`config.mk`:
```
export PLATFORM = sky130hd
export DESIGN_NAME = modbus_rtu_read_input_master_core
export DESIGN_NICKNAME = d
export VERILOG_FILES = /design/src/sv/mbrtu_pkg.sv /design/src/sv/mbrtu_resp_buf.sv /design/src/sv/modbus_rtu_read_input_master_core.sv
export SDC_FILE = /design/constraint.sdc
export NUM_CORES = 1
export LEC_CHECK = 0
export ABC_AREA = 1
export BUFFER_PORTS_ARGS = -buffer_cell sky130_fd_sc_hd__buf_2
export CAP_MARGIN = 0
export CORE_MARGIN = 10
export CORE_UTILIZATION = 46
export CTS_BUF_LIST = sky130_fd_sc_hd__clkbuf_2 sky130_fd_sc_hd__clkbuf_4 sky130_fd_sc_hd__clkbuf_8
export CTS_CLUSTER_DIAMETER = 80
export DETAILED_ROUTE_END_ITERATION = 10
export SLEW_MARGIN = 20
export SYNTH_ARGS = -nofsm -noshare
export SYNTH_HDL_FRONTEND = slang
export SYNTH_SLANG_ARGS = --single-unit
```
`constraint.sdc`:
```
create_clock -name clk -period 3.2 [get_ports clk]
set_input_delay 0 -clock clk [delete_from_list [all_inputs] [get_ports clk]]
set_output_delay 0 -clock clk [all_outputs]
set_load 0.1 [all_outputs]
```
`src/sv/mbrtu_pkg.sv`:
```
package mbrtu_pkg;

	// Request kinds
	localparam logic [1:0] REQ_START = 2'd0;
	localparam logic [1:0] REQ_BYTE  = 2'd1;
	localparam logic [1:0] REQ_TICK  = 2'd2;

	// Result kinds
	localparam logic [1:0] KIND_TX     = 2'd0;
	localparam logic [1:0] KIND_DATA   = 2'd1;
	localparam logic [1:0] KIND_STATUS = 2'd2;

	// Status codes
	localparam logic [1:0] STAT_OK      = 2'd0;
	localparam logic [1:0] STAT_TIMEOUT = 2'd1;
	localparam logic [1:0] STAT_CRC     = 2'd2;
	localparam logic [1:0] STAT_HEADER  = 2'd3;

	// Configuration register indexes
	localparam logic CFG_DEVICE_ADDRESS = 1'b0;
	localparam logic CFG_TIMEOUT_TICKS  = 1'b1;

	localparam logic [7:0]  ADDR_RESET      = 8'd1;
	localparam logic [15:0] TIMEOUT_RESET   = 16'd300;
	localparam logic [7:0]  FUNC_READ_INPUT = 8'h04;
	localparam logic [15:0] CRC_INIT        = 16'hFFFF;
	localparam logic [15:0] CRC_POLY        = 16'hA001;
	localparam logic [15:0] TICKS_MAX       = 16'hFFFF;
	localparam int          HDR_BYTES       = 5;
	localparam int          RESPONSE_BYTES_DEF = 32;

	// Buffer port address width covers the largest supported buffer
	localparam int BUF_AW_MAX = 8;

	typedef struct packed {
		logic [1:0]  req_type;
		logic [15:0] start_register;
		logic [3:0]  register_count;
		logic [7:0]  rx_byte;
	} req_t;

	typedef struct packed {
		logic [1:0] out_kind;
		logic [7:0] data_byte;
		logic [1:0] status_code;
		logic       last_of_run;
	} rsp_t;

	typedef struct packed {
		logic                  en;
		logic [BUF_AW_MAX-1:0] addr;
		logic [7:0]            data;
	} buf_wr_t;

	typedef struct packed {
		logic                  en;
		logic [BUF_AW_MAX-1:0] addr;
	} buf_rd_t;

	// CRC-16 (reflected 0xA001) over one byte
	function automatic logic [15:0] crc_feed(input logic [15:0] c, input logic [7:0] b);
		logic [15:0] r;
		r = c ^ {8'h00, b};
		for (int k = 0; k < 8; k++) begin
			if (r[0]) begin
				r = (r >> 1) ^ CRC_POLY;
			end else begin
				r = r >> 1;
			end
		end
		return r;
	endfunction

endpackage

```
`src/sv/mbrtu_resp_buf.sv`:
```
module mbrtu_resp_buf #(
	parameter int RESPONSE_BYTES = mbrtu_pkg::RESPONSE_BYTES_DEF
) (
	input  logic              clk,
	input  mbrtu_pkg::buf_wr_t wr,
	input  mbrtu_pkg::buf_rd_t rd,
	output logic [7:0]        rd_data
);
	import mbrtu_pkg::*;

	localparam int AW = $clog2(RESPONSE_BYTES);

	logic [7:0] mem [RESPONSE_BYTES];

	// Single write port
	always_ff @(posedge clk) begin
		if (wr.en) begin
			mem[wr.addr[AW-1:0]] <= wr.data;
		end
	end

	// Registered read port
	always_ff @(posedge clk) begin
		if (rd.en) begin
			rd_data <= mem[rd.addr[AW-1:0]];
		end
	end

endmodule

```
`src/sv/modbus_rtu_read_input_master_core.sv`:
```
// Modbus RTU master for function 04 (read input registers). A start item
// produces the 8-byte request frame, one transmit byte per cycle unless the
// output stalls, with the CRC-16 built byte by byte as the frame goes out; the
// core is busy until the frame is out. While waiting, each received byte or
// tick is one input item; a status item follows when it ends the transaction.
// On the last response byte the core checks CRC, address, function code and
// byte count; on success it reads the payload back from the response buffer
// (a registered read, then one byte per cycle unless the output stalls),
// followed by the status item. Output stalls stretch all of these.
// register_count is saturated to what the buffer can hold.
module modbus_rtu_read_input_master_core #(
	parameter int RESPONSE_BYTES = mbrtu_pkg::RESPONSE_BYTES_DEF
) (
	input  logic            clk,
	input  logic            arst_n,
	input  logic            in_valid,
	output logic            in_stall,
	input  mbrtu_pkg::req_t in_item,
	output logic            out_valid,
	input  logic            out_stall,
	output mbrtu_pkg::rsp_t out_item,
	input  logic            cfg_we,
	input  logic            cfg_index,
	input  logic [15:0]     cfg_data
);
	import mbrtu_pkg::*;

	localparam int CNT_W   = $clog2(RESPONSE_BYTES + 1);
	localparam int MAX_RAW = (RESPONSE_BYTES - HDR_BYTES) / 2;
	localparam logic [3:0] MAX_CNT = (MAX_RAW > 15) ? 4'd15 : 4'(MAX_RAW);

	// Sequencer codes
	localparam logic [2:0] SQ_READY = 3'd0;
	localparam logic [2:0] SQ_TX    = 3'd1;
	localparam logic [2:0] SQ_RDA   = 3'd2;
	localparam logic [2:0] SQ_RDD   = 3'd3;
	localparam logic [2:0] SQ_STAT  = 3'd4;

	// Control state
	logic [2:0]       seq_q, seq_d;
	logic             phase_q, phase_d;
	logic [15:0]      crc_q, crc_d;
	logic [CNT_W-1:0] rcv_q, rcv_d;
	logic [3:0]       exp_q, exp_d;
	logic [15:0]      elapsed_q, elapsed_d;
	logic [2:0]       tx_idx_q, tx_idx_d;
	logic [CNT_W-1:0] ptr_q, ptr_d;
	logic [7:0]       dev_addr_q;
	logic [15:0]      timeout_q;
	logic             out_valid_q;

	// Payload state
	logic [1:0]  status_q, status_d;
	logic [15:0] sreg_q, sreg_d;
	logic [7:0]  addr_byte_q, addr_byte_d;
	logic [7:0]  crc_lo_q, crc_lo_d;
	logic        hdr_ok_q, hdr_ok_d;
	rsp_t        out_q, out_d;
	logic        out_load;

	buf_wr_t     wr;
	buf_rd_t     rd;
	logic [7:0]  buf_rdata;

	logic             accept;
	logic             slot_free;
	logic [CNT_W-1:0] resp_len;
	logic [CNT_W-1:0] last_ptr;
	logic [3:0]       sat_cnt;
	logic [15:0]      tick_nx;
	logic [7:0]       tx_byte;
	logic [7:0]       rxb;
	logic             crc_ok;
	logic             hdr_ok;

	assign in_stall  = (seq_q != SQ_READY);
	assign accept    = in_valid && !in_stall;
	assign slot_free = !out_valid_q || !out_stall;
	assign out_valid = out_valid_q;
	assign out_item  = out_q;

	assign resp_len = CNT_W'(HDR_BYTES) + (CNT_W'(exp_q) << 1);
	assign last_ptr = CNT_W'(2) + (CNT_W'(exp_q) << 1);
	assign sat_cnt  = (in_item.register_count > MAX_CNT) ? MAX_CNT : in_item.register_count;
	assign tick_nx  = (elapsed_q != TICKS_MAX) ? elapsed_q + 16'd1 : elapsed_q;
	assign rxb      = in_item.rx_byte;
	assign crc_ok   = (crc_lo_q == crc_q[7:0]) && (rxb == crc_q[15:8]);
	assign hdr_ok   = hdr_ok_q && (addr_byte_q == dev_addr_q);

	// Request frame byte mux
	always_comb begin
		case (tx_idx_q)
			3'd0:    tx_byte = dev_addr_q;
			3'd1:    tx_byte = FUNC_READ_INPUT;
			3'd2:    tx_byte = sreg_q[15:8];
			3'd3:    tx_byte = sreg_q[7:0];
			3'd4:    tx_byte = 8'h00;
			3'd5:    tx_byte = {4'h0, exp_q};
			3'd6:    tx_byte = crc_q[7:0];
			default: tx_byte = crc_q[15:8];
		endcase
	end

	// Sequencer and transaction bookkeeping
	always_comb begin
		seq_d       = seq_q;
		phase_d     = phase_q;
		crc_d       = crc_q;
		rcv_d       = rcv_q;
		exp_d       = exp_q;
		elapsed_d   = elapsed_q;
		tx_idx_d    = tx_idx_q;
		ptr_d       = ptr_q;
		status_d    = status_q;
		sreg_d      = sreg_q;
		addr_byte_d = addr_byte_q;
		crc_lo_d    = crc_lo_q;
		hdr_ok_d    = hdr_ok_q;
		out_load    = 1'b0;
		out_d       = '0;
		wr          = '0;
		rd          = '0;

		unique case (seq_q)
			SQ_READY: begin
				if (accept) begin
					if (in_item.req_type == REQ_START) begin
						sreg_d    = in_item.start_register;
						exp_d     = sat_cnt;
						crc_d     = CRC_INIT;
						rcv_d     = '0;
						elapsed_d = '0;
						tx_idx_d  = '0;
						phase_d   = 1'b1;
						seq_d     = SQ_TX;
					end else if (phase_q && in_item.req_type == REQ_TICK) begin
						elapsed_d = tick_nx;
						if (tick_nx >= timeout_q) begin
							phase_d  = 1'b0;
							status_d = STAT_TIMEOUT;
							seq_d    = SQ_STAT;
						end
					end else if (phase_q && in_item.req_type == REQ_BYTE) begin
						if (rcv_q >= resp_len) begin
							phase_d = 1'b0;
						end else begin
							wr.en   = 1'b1;
							wr.addr = BUF_AW_MAX'(rcv_q);
							wr.data = rxb;
							rcv_d   = rcv_q + CNT_W'(1);
							if (rcv_q < resp_len - CNT_W'(2)) begin
								crc_d = crc_feed(crc_q, rxb);
							end
							if (rcv_q == resp_len - CNT_W'(2)) begin
								crc_lo_d = rxb;
							end
							if (rcv_q == CNT_W'(0)) begin
								addr_byte_d = rxb;
							end
							if (rcv_q == CNT_W'(1)) begin
								hdr_ok_d = (rxb == FUNC_READ_INPUT);
							end
							if (rcv_q == CNT_W'(2)) begin
								hdr_ok_d = hdr_ok_q && (rxb == {3'b000, exp_q, 1'b0});
							end
							// Last byte: run the checks
							if (rcv_q == resp_len - CNT_W'(1)) begin
								phase_d = 1'b0;
								if (!crc_ok) begin
									status_d = STAT_CRC;
									seq_d    = SQ_STAT;
								end else if (!hdr_ok) begin
									status_d = STAT_HEADER;
									seq_d    = SQ_STAT;
								end else begin
									status_d = STAT_OK;
									ptr_d    = CNT_W'(3);
									seq_d    = (exp_q == 4'd0) ? SQ_STAT : SQ_RDA;
								end
							end
						end
					end
				end
			end
			SQ_TX: begin
				if (slot_free) begin
					out_load          = 1'b1;
					out_d.out_kind    = KIND_TX;
					out_d.data_byte   = tx_byte;
					out_d.last_of_run = (tx_idx_q == 3'd7);
					if (tx_idx_q < 3'd6) begin
						crc_d = crc_feed(crc_q, tx_byte);
					end
					tx_idx_d = tx_idx_q + 3'd1;
					if (tx_idx_q == 3'd7) begin
						crc_d = CRC_INIT;
						seq_d = SQ_READY;
					end
				end
			end
			SQ_RDA: begin
				rd.en   = 1'b1;
				rd.addr = BUF_AW_MAX'(ptr_q);
				seq_d   = SQ_RDD;
			end
			SQ_RDD: begin
				if (slot_free) begin
					out_load        = 1'b1;
					out_d.out_kind  = KIND_DATA;
					out_d.data_byte = buf_rdata;
					if (ptr_q == last_ptr) begin
						seq_d = SQ_STAT;
					end else begin
						ptr_d   = ptr_q + CNT_W'(1);
						rd.en   = 1'b1;
						rd.addr = BUF_AW_MAX'(ptr_q + CNT_W'(1));
					end
				end
			end
			SQ_STAT: begin
				if (slot_free) begin
					out_load          = 1'b1;
					out_d.out_kind    = KIND_STATUS;
					out_d.status_code = status_q;
					out_d.last_of_run = 1'b1;
					seq_d             = SQ_READY;
				end
			end
			default: begin
				seq_d = SQ_READY;
			end
		endcase
	end

	// Control registers
	always_ff @(posedge clk or negedge arst_n) begin
		if (!arst_n) begin
			seq_q       <= SQ_READY;
			phase_q     <= 1'b0;
			crc_q       <= CRC_INIT;
			rcv_q       <= '0;
			exp_q       <= '0;
			elapsed_q   <= '0;
			tx_idx_q    <= '0;
			ptr_q       <= '0;
			out_valid_q <= 1'b0;
		end else begin
			seq_q     <= seq_d;
			phase_q   <= phase_d;
			crc_q     <= crc_d;
			rcv_q     <= rcv_d;
			exp_q     <= exp_d;
			elapsed_q <= elapsed_d;
			tx_idx_q  <= tx_idx_d;
			ptr_q     <= ptr_d;
			if (out_load) begin
				out_valid_q <= 1'b1;
			end else if (!out_stall) begin
				out_valid_q <= 1'b0;
			end
		end
	end

	// Configuration registers
	always_ff @(posedge clk or negedge arst_n) begin
		if (!arst_n) begin
			dev_addr_q <= ADDR_RESET;
			timeout_q  <= TIMEOUT_RESET;
		end else if (cfg_we) begin
			unique case (cfg_index)
				CFG_DEVICE_ADDRESS: dev_addr_q <= cfg_data[7:0];
				CFG_TIMEOUT_TICKS:  timeout_q  <= cfg_data;
				default:            dev_addr_q <= dev_addr_q;
			endcase
		end
	end

	// Payload registers
	always_ff @(posedge clk) begin
		status_q    <= status_d;
		sreg_q      <= sreg_d;
		addr_byte_q <= addr_byte_d;
		crc_lo_q    <= crc_lo_d;
		hdr_ok_q    <= hdr_ok_d;
		if (out_load) begin
			out_q <= out_d;
		end
	end

	mbrtu_resp_buf #(
		.RESPONSE_BYTES(RESPONSE_BYTES)
	) u_buf (
		.clk    (clk),
		.wr     (wr),
		.rd     (rd),
		.rd_data(buf_rdata)
	);

	// Checks
	a_no_wr_during_rd: assert property (@(posedge clk) disable iff (!arst_n)
		!(wr.en && rd.en))
		else $error("response buffer written and read in one cycle");

	a_rd_only_idle: assert property (@(posedge clk) disable iff (!arst_n)
		(seq_q == SQ_RDA || seq_q == SQ_RDD) |-> !phase_q)
		else $error("payload readout while response still pending");

	a_start_goes_tx: assert property (@(posedge clk) disable iff (!arst_n)
		(accept && in_item.req_type == REQ_START) |=> (seq_q == SQ_TX))
		else $error("start request did not begin frame transmit");

	a_status_clean: assert property (@(posedge clk) disable iff (!arst_n)
		(out_valid_q && out_q.out_kind == KIND_STATUS) |->
		(out_q.data_byte == 8'h00 && out_q.last_of_run))
		else $error("malformed status item");

	a_data_not_last: assert property (@(posedge clk) disable iff (!arst_n)
		(out_valid_q && out_q.out_kind == KIND_DATA) |-> !out_q.last_of_run)
		else $error("payload byte marked last");

endmodule
```
==> qor.csv, run 1 <==
metric;value;unit
count of synthesis-stage warnings from yosys;0;
cells taking the most area after synthesis;sky130_fd_sc_hd__edfxtp_1, sky130_fd_sc_hd__nand2_1, sky130_fd_sc_hd__dfrtp_1;
Layout Nets;2351;
maximum achievable frequency;307;MHz
Core Rows;75;
CP required;3.77;ns
die area;51400;um2
cell area after synthesis;19700;um2
area used by sequential logic in the layout;11400;um2
Crit Path Max Fanout;6;
share of the core filled with cells in the final layout;56.6;%
class of the most critical hold timing path;input port to flip-flop;
clock sink total;392;
number of buffers added on ports;66;
share of post-route cells with drive strength above 1;22.6;%
number of different library cells in the post-synthesis netlist;50;
maximum root-to-sink buffer count;3;
cell total after placement;2638;
length of the first detailed-routing pass in iterations;5;
total track usage;20.4;%
static leakage power;10.0;nW
post-synthesis area per instance;9.88;um2
area share of the largest cell type after synthesis;47.7;%
violated checks;negative setup slack;
Diodes inserted;0;
Overall Power;17.5;mW
synthesized netlist cell count;1989;
area grow syn2layout;21.3;%
Placement Cell Area;21300;um2
effective utilization at floorplan;46.7;%
number of H-tree levels;3;
final sum of negative setup slack;-0.138;ns
least setup slack across all paths after layout;-0.0603;ns
Avg WL per Cell;18.7;um
switching power;6.87;mW
result of the run;finished with violations;
number of setup violations in the final report;5;
global placer's final weighted congestion;0.916;
stage delay of the slowest cell on the critical path;0.38;ns
Std-Cell Core Area;42100;um2
Final Hold Viols;0;
total global routing overflow;0;
Peak supply drop;0.000449;V
latest clock arrival within the worst-skew pair;0.66;ns
Multi-input gate area;6990;um2
clock buffer count from CTS;69;
ys async rst share;20.4;%
fraction of power spent switching nets;39.2;%
number of synthesized flops with an enable pin;312;
nature of the critical path startpoint;flip-flop;
critical path capture point type;flip-flop;
sum of net half-perimeters after detailed placement;34500;um
crit path time final;3.26;ns
post-route insts no fill;2846;
final non-filler cell area;23800;um2
fraction of power consumed by combinational cells;37.2;%
PwrDens;735;nW/um2
Root Driver;sky130_fd_sc_hd__clkbuf_8;
vias in the first global route;14800;
wire length of the first global-routing pass;81700;um
horizontal die dimension;227;um
Fillers;3671;
max-cap viol count;0;
Die Y-Extent;227;um
Worst Skew;0.0356;ns
number of antenna violations at the first check in global routing;0;
CTS tree;built;
Slew Viols, Final;0;
unrepaired setup endpoints after global routing;true;
biggest area consumer among synthesized cells;sky130_fd_sc_hd__edfxtp_1;
type of the worst setup path;flip-flop to flip-flop;
overall via count from detail_route;15000;
remaining design rule violation count;0;
transition time at the pin with the least slew margin;0.873;ns
number of nets still failing antenna checks after routing;0;
sum of routed wire length over all layers;53100;um
Max stage delay cell, worst path;sky130_fd_sc_hd__dfrtp_1;
most used flip-flop cell after synthesis;sky130_fd_sc_hd__edfxtp_1;
sequential cell area fraction in the yosys report;58.0;%
largest net degree at the start of global routing;49;
drt first-iter violations;1228;
fraction of power consumed by the clock network;26.3;%
critical path arrival;3.83;ns
most common cell type on the critical path;sky130_fd_sc_hd__nand2_1;
number of nets produced by synthesis;2084;
flip-flop and latch count after synthesis;392;
post-CTS clock slew at the launch and capture registers of the worst setup and hold paths;0.06;ns
fraction of power consumed by sequential logic;36.5;%
share of the clock period used by the worst path after layout;102;%
ports placed on the boundary;67;
internal power contribution;10.7;mW
Slew HR;41.7;%
ratio of routed vias to standard cells;5.26;
## cell families after synthesis
group / count (synthesis) / share of synthesized area (%)
AO/OA/AOI/OAI: 258 / 9.60
XOR/XNOR: 49 / 2.26
adder cells (fa/ha/maj): 43 / 2.74
buffers and inverters: 364 / 8.08
flip-flops: 392 / 58.0
AND/OR/NAND/NOR: 883 / 19.3
## power by group through the flow
stage          Sequential [mW]  Clock [mW]  Combinational [mW]
6_report                  6.40        4.61                6.53
3_3_place_gp              6.45           0                5.97
2_1_floorplan             6.99           0                3.81
5_1_grt                   6.44        4.96                7.16
3_5_place_dp              6.47           0                6.08
4_1_cts                   6.38        4.73                6.22
## sequential cells by signal, indices dropped and copies added (netlist names)
signal / count
rcv_q: 6
hdr_ok_q: 1
status_q: 2
out_valid: 1
seq_q: 3
u_buf.mem: 256
tx_idx_q: 3
dev_addr_q: 8
addr_byte_q: 8
phase_q: 1
u_buf.rd_data: 8
ptr_q: 6
sreg_q: 16
out_item: 13
crc_q: 16
crc_lo_q: 8
timeout_q: 16
exp_q: 4
elapsed_q: 16
## placed cells by master, fill, tap and decap left out, types with 27 or more instances in the layout
master,netlist,layout
sky130_fd_sc_hd__a21oi_1,37,36
sky130_fd_sc_hd__buf_2,19,65
sky130_fd_sc_hd__buf_4,11,117
sky130_fd_sc_hd__clkbuf_4,0,27
sky130_fd_sc_hd__clkbuf_8,0,71
sky130_fd_sc_hd__dfrtp_1,59,58
sky130_fd_sc_hd__dlygate4sd3_1,0,57
sky130_fd_sc_hd__edfxtp_1,312,312
sky130_fd_sc_hd__ha_1,43,35
sky130_fd_sc_hd__inv_1,268,260
sky130_fd_sc_hd__nand2_1,509,502
sky130_fd_sc_hd__nand3_1,185,177
sky130_fd_sc_hd__nor2_1,104,92
sky130_fd_sc_hd__o211ai_2,60,60
sky130_fd_sc_hd__o21ai_0,92,88
## worst paths after layout
| kind | start | end | slack [ns] | depth (start not counted) |
|---|---|---|---|---|
| max reg2reg | elapsed_q[0] | seq_q[0] | -0.06 | 29 |
| min in group asynchronous | arst_n | dev_addr_q[2] | 0.48 | 3 |
| min reg2reg | timeout_q[7] | timeout_q[7] | 0.49 | 2 |
| max | elapsed_q[0] | seq_q[0] | -0.06 | 29 |
| min | in_item[27] | sreg_q[15] | 0.05 | 2 |
| max in group asynchronous | arst_n | timeout_q[12] | 1.15 | 4 |
## synth_stat cells (2+ instances only)
master and number:
sky130_fd_sc_hd__buf_1 2, sky130_fd_sc_hd__o21ai_2 2, sky130_fd_sc_hd__nor2_1 104, sky130_fd_sc_hd__nand2_2 15, sky130_fd_sc_hd__ha_1 43, sky130_fd_sc_hd__buf_4 11, sky130_fd_sc_hd__inv_2 22, sky130_fd_sc_hd__a31oi_1 6
sky130_fd_sc_hd__edfxtp_1 312, sky130_fd_sc_hd__nor4_1 5, sky130_fd_sc_hd__nand4_1 18, sky130_fd_sc_hd__o221ai_1 4, sky130_fd_sc_hd__dfrtp_1 59, sky130_fd_sc_hd__o2111ai_1 2, sky130_fd_sc_hd__o211ai_2 60, sky130_fd_sc_hd__buf_2 19
sky130_fd_sc_hd__nor3_1 21, sky130_fd_sc_hd__dfstp_2 21, sky130_fd_sc_hd__nor2_2 6, sky130_fd_sc_hd__buf_6 18, sky130_fd_sc_hd__o211ai_1 26, sky130_fd_sc_hd__o31ai_1 3, sky130_fd_sc_hd__nand3b_1 2, sky130_fd_sc_hd__nand2_1 509
sky130_fd_sc_hd__nor2_4 5, sky130_fd_sc_hd__nand3_2 2, sky130_fd_sc_hd__xor2_1 29, sky130_fd_sc_hd__a221oi_1 2, sky130_fd_sc_hd__nor3_2 2, sky130_fd_sc_hd__o21ai_1 8, sky130_fd_sc_hd__nand3_1 185, sky130_fd_sc_hd__o22ai_1 12
sky130_fd_sc_hd__o21ai_0 92, sky130_fd_sc_hd__xnor2_1 18, sky130_fd_sc_hd__clkbuf_1 21, sky130_fd_sc_hd__inv_1 268, sky130_fd_sc_hd__buf_8 2, sky130_fd_sc_hd__a21oi_1 37, sky130_fd_sc_hd__or2_2 5
## area by class of cell
cell class	count	area share [%]
Tap cell	539	2.83
Multi-Input combinational cell	1234	29.3
Clock inverter	24	0.724
Inverter	291	4.62
Timing Repair Buffer	268	9.75
Sequential cell	392	47.8
Clock buffer	98	4.95
## per-stage QoR
step	hold WS, ns	worst slack, ns
4_1_cts	0.00540	0.00207
3_5_place_dp	0.144	-0.251
3_3_place_gp	0.137	-0.135
2_1_floorplan	-0.296	-0.0925
6_report	0.0494	-0.0603
5_1_grt	0.0227	-0.315
## routing by layer
layer / part of all wire (%) / GRT usage (%) / vias up / wire, um
li1: - / - / 7222 / -
met2: 47 / 32.8 / 459 / 24800
met5: 0 / 0 / - / 0
met1: 45 / 27.1 / 7183 / 23800
met3: 5.6 / 3.88 / 108 / 2990
met4: 3.0 / 7.23 / 0 / 1580
## critical path, delay by kind of cell, from the launching register on
kind            cells  cell delay (ns)
compound gates      3             0.35
xor+xnor            1             0.19
fa+ha+maj           2             0.52
buf+inv             3             0.22
flops               1             0.38
simple gates       20             1.53
## repair_timing
item / 4_1_cts / 5_1_grt
gates cloned: 0 / 4
pin swaps: 2 / 26
gates resized for setup: 9 / 68
endpoints found under the setup margin: 12 / 274
buffers inserted: 5 / 20
hold endpoints to repair: 145 / 0
hold buffers: 57 / 0
Note: power is estimated with default switching activity, not from simulation.
==> run 2: changes to the inputs <==
--- a/config.mk
+++ b/config.mk
@@ -5,7 +5,6 @@
 export SDC_FILE = /design/constraint.sdc
 export NUM_CORES = 1
 export LEC_CHECK = 0
-export ABC_AREA = 1
 export BUFFER_PORTS_ARGS = -buffer_cell sky130_fd_sc_hd__buf_2
 export CAP_MARGIN = 0
 export CORE_MARGIN = 10
@@ -13,6 +12,7 @@
 export CTS_BUF_LIST = sky130_fd_sc_hd__clkbuf_2 sky130_fd_sc_hd__clkbuf_4 sky130_fd_sc_hd__clkbuf_8
 export CTS_CLUSTER_DIAMETER = 80
 export DETAILED_ROUTE_END_ITERATION = 10
+export RECOVER_POWER = 25
 export SLEW_MARGIN = 20
 export SYNTH_ARGS = -nofsm -noshare
 export SYNTH_HDL_FRONTEND = slang
==> qor.csv, run 2 <==
metric;value;unit;change
number of nets still failing antenna checks after routing;0;;unchanged
violated checks;max-capacitance violations, max-slew violations, negative setup slack;;
sequential cell area fraction in the yosys report;61.7;%;+3.7 points
most common cell after layout, fill and taps aside;sky130_fd_sc_hd__edfxtp_1;;
share of post-route cells with drive strength above 1;33.6;%;+11 points
Layout Nets;1945;;-17%
post-CTS clock slew at the launch and capture registers of the worst setup and hold paths;0.06;ns;about the same
latest clock arrival within the worst-skew pair;0.65;ns;about the same
largest net degree at the start of global routing;65;;+33%
switching power;6.64;mW;-3.4%
number of different library cells in the post-synthesis netlist;75;;+50%
CTS tree;built;;
static leakage power;9.05;nW;-9.9%
internal power contribution;11.9;mW;+12%
met3 global-route usage;4.96;%;+1.1 points
fraction of power consumed by sequential logic;34.9;%;-1.6 points
number of setup violations in the final report;37;;+32
ratio of routed vias to standard cells;5.59;;+6.3%
Diodes inserted;0;;unchanged
vias in the first global route;13900;;-6.1%
fraction of power consumed by combinational cells;38.9;%;+1.7 points
Fillers;3180;;-13%
Std-Cell Core Area;39700;um2;-5.7%
number of nets produced by synthesis;1581;;-24%
most used flip-flop cell after synthesis;sky130_fd_sc_hd__edfxtp_1;;
crit path time final;3.29;ns;+0.0297 ns
Root Driver;sky130_fd_sc_hd__clkbuf_8;;
final non-filler cell area;24300;um2;+1.8%
die area;48600;um2;-5.5%
number of buffers added on ports;66;;unchanged
horizontal die dimension;220;um;-2.8%
Final Hold Viols;0;;unchanged
ports placed on the boundary;67;;unchanged
result of the run;finished with violations;;
least setup slack across all paths after layout;-0.0900;ns;-0.0297 ns
GR met2 Demand/Resource;36.2;%;+3.4 points
Slew Viols, Final;65;;+65
peak-usage layer in the global routing report;met2;;
remaining design rule violation count;0;;unchanged
ys async rst share;20.4;%;unchanged
synthesized netlist cell count;1486;;-25%
total track usage;22.1;%;+1.7 points
class of the most critical hold timing path;input port to flip-flop;;
Avg WL per Cell;22.0;um;+18%
Die Y-Extent;220;um;-2.8%
critical path capture point type;flip-flop;;
cell with the most instances after synthesis;sky130_fd_sc_hd__edfxtp_1;;
critical path arrival;3.69;ns;-0.14 ns
cell area after synthesis;18500;um2;-6.0%
flip-flop count of the largest register after layout;256;;unchanged
share of the core filled with cells in the final layout;61.1;%;+4.5 points
flip-flop and latch count after synthesis;392;;unchanged
sum of net half-perimeters after detailed placement;35400;um;+2.6%
Worst Skew;0.0271;ns;-0.00845 ns
Crit Path Max Fanout;6;;unchanged
area share of the largest cell type after synthesis;50.7;%;+3.0 points
commonest non-fill, non-tap cells in the layout;sky130_fd_sc_hd__edfxtp_1, sky130_fd_sc_hd__buf_4, sky130_fd_sc_hd__nand2_1;;
area grow syn2layout;31.4;%;
Placement Cell Area;21200;um2;-0.57%
unrepaired setup endpoints after global routing;true;;
count of synthesis-stage warnings from yosys;0;;unchanged
max-cap viol count;1;;+1
number of synthesized flops with an enable pin;312;;unchanged
transition time at the pin with the least slew margin;1.66;ns;+0.790 ns
PwrDens;764;nW/um2;+3.9%
clock sink total;392;;unchanged
number of H-tree levels;3;;unchanged
global placer's final weighted congestion;0.900;;-1.8%
wire length of the first global-routing pass;82000;um;+0.30%
biggest area consumer among synthesized cells;sky130_fd_sc_hd__edfxtp_1;;
Core Rows;73;;-2.7%
total global routing overflow;0;;unchanged
effective utilization at floorplan;46.5;%;-0.14 points
synth cell count leaders;sky130_fd_sc_hd__edfxtp_1, sky130_fd_sc_hd__nand2_1, sky130_fd_sc_hd__nor2_1;;
fraction of power consumed by the clock network;26.2;%;about the same
post-synthesis area per instance;12.4;um2;+26%
fraction of power spent switching nets;35.8;%;-3.4 points
length of the first detailed-routing pass in iterations;5;;unchanged
M1 GR Usage;28.2;%;+1.1 points
nature of the critical path startpoint;flip-flop;;
clock buffer count from CTS;70;;+1.4%
maximum achievable frequency;304;MHz;-0.90%
Slew HR;-10.8;%;-52 points
drt first-iter violations;1328;;+8.1%
number of antenna violations at the first check in global routing;0;;unchanged
Peak supply drop;0.000727;V;+62%
type of the worst setup path;flip-flop to flip-flop;;
share of the clock period used by the worst path after layout;103;%;+0.93 points
maximum root-to-sink buffer count;3;;unchanged
CP required;3.60;ns;-0.17 ns
sum of routed wire length over all layers;53500;um;+0.69%
overall via count from detail_route;13600;;-9.3%
cells taking the most area after synthesis;sky130_fd_sc_hd__edfxtp_1, sky130_fd_sc_hd__dfrtp_1, sky130_fd_sc_hd__mux2_2;;
hold_ws;0.0808;ns;+0.0315 ns
## run 2: changes by cell type after synthesis, moves of 31 or more
cell	change
sky130_fd_sc_hd__nand2_1	-350
sky130_fd_sc_hd__inv_1	-232
sky130_fd_sc_hd__nand3_1	-108
sky130_fd_sc_hd__o211ai_2	-59
sky130_fd_sc_hd__mux2_2	+55
sky130_fd_sc_hd__clkbuf_1	+37
sky130_fd_sc_hd__o21ai_0	-35
sky130_fd_sc_hd__and3_1	+31
## run 2: cell families after synthesis
family          after synthesis  share of synthesized area (%)
xor+xnor                     94                           4.68
fa+ha+maj                    43                           2.91
simple gates                462                           11.9
mux                          95                           5.69
flops                       392                           61.7
compound gates              280                           10.4
buf+inv                     120                           2.70
## run 2: critical path, stage by stage (launching register included)
cell and delay (ns):
sky130_fd_sc_hd__dfrtp_2 0.43, sky130_fd_sc_hd__ha_2 0.19, sky130_fd_sc_hd__nor2b_1 0.15, sky130_fd_sc_hd__or4_4 0.51, sky130_fd_sc_hd__and3_4 0.21, sky130_fd_sc_hd__buf_4 0.13, sky130_fd_sc_hd__o21ai_4 0.18, sky130_fd_sc_hd__nand2_4 0.13
sky130_fd_sc_hd__buf_6 0.18, sky130_fd_sc_hd__buf_16 0.13, sky130_fd_sc_hd__a211oi_2 0.23, sky130_fd_sc_hd__a211oi_1 0.11, sky130_fd_sc_hd__nand4b_1 0.27, sky130_fd_sc_hd__a21boi_2 0.20
## run 2: routing by layer
layer / vias to the layer above / wire length [um]
met5: - / 0
li1: 6297 / -
met2: 454 / 25700
met1: 6711 / 23000
met4: 0 / 1660
met3: 121 / 3190
## run 2: power by group through the flow
stage,Sequential [mW],Combinational [mW],Clock (mW)
global placement,6.56,6.23,0
finish,6.48,7.21,4.85
detailed placement,6.56,6.30,0
CTS,6.46,6.86,4.97
floorplan,6.89,3.96,0
global route,6.52,7.77,5.19
## run 2: cell type report
cell class | instances | area (um2) | share of cell area, %
multi-input cells | 976 | 7440 | 30.6
clock inverters | 28 | 254 | 1.05
repair buffers | 372 | 3200 | 13.2
flip-flops and latches | 392 | 11400 | 46.9
inverters | 38 | 145 | 0.598
well taps | 525 | 657 | 2.70
clock buffers | 98 | 1190 | 4.91
## run 2: worst paths after layout
path	from	end	slack (ns)	depth (start not counted)
min reg2reg	timeout_q[9]	timeout_q[9]	0.50	1
min	in_item[13]	sreg_q[1]	0.08	2
min in group asynchronous	arst_n	timeout_q[9]	0.34	2
max in group asynchronous	arst_n	rcv_q[1]	1.17	3
max	exp_q[1]	u_buf.rd_data[6]	-0.09	13
max reg2reg	exp_q[1]	u_buf.rd_data[6]	-0.09	13
## run 2: through the flow
stage | setup TNS [ns] | power (mW) | setup slack, ns | instances
after floorplan | -0.166 | 10.8 | -0.00520 | 1486
after global placement | -23.63 | 12.8 | -0.438 | 2198
after detailed placement | -21.04 | 12.9 | -0.456 | 2198
after CTS | -0.599 | 18.3 | -0.0264 | 2413
after global routing | -9.44 | 19.5 | -0.150 | 2429
final | -1.37 | 18.5 | -0.0900 | 2429
## run 2: timing repair
item,CTS,global route
pin swaps,32,34
setup endpoints to repair,237,226
buffers inserted,30,17
gates cloned,4,0
hold buffers,55,0
hold endpoints to repair,138,0
resized for setup,87,64
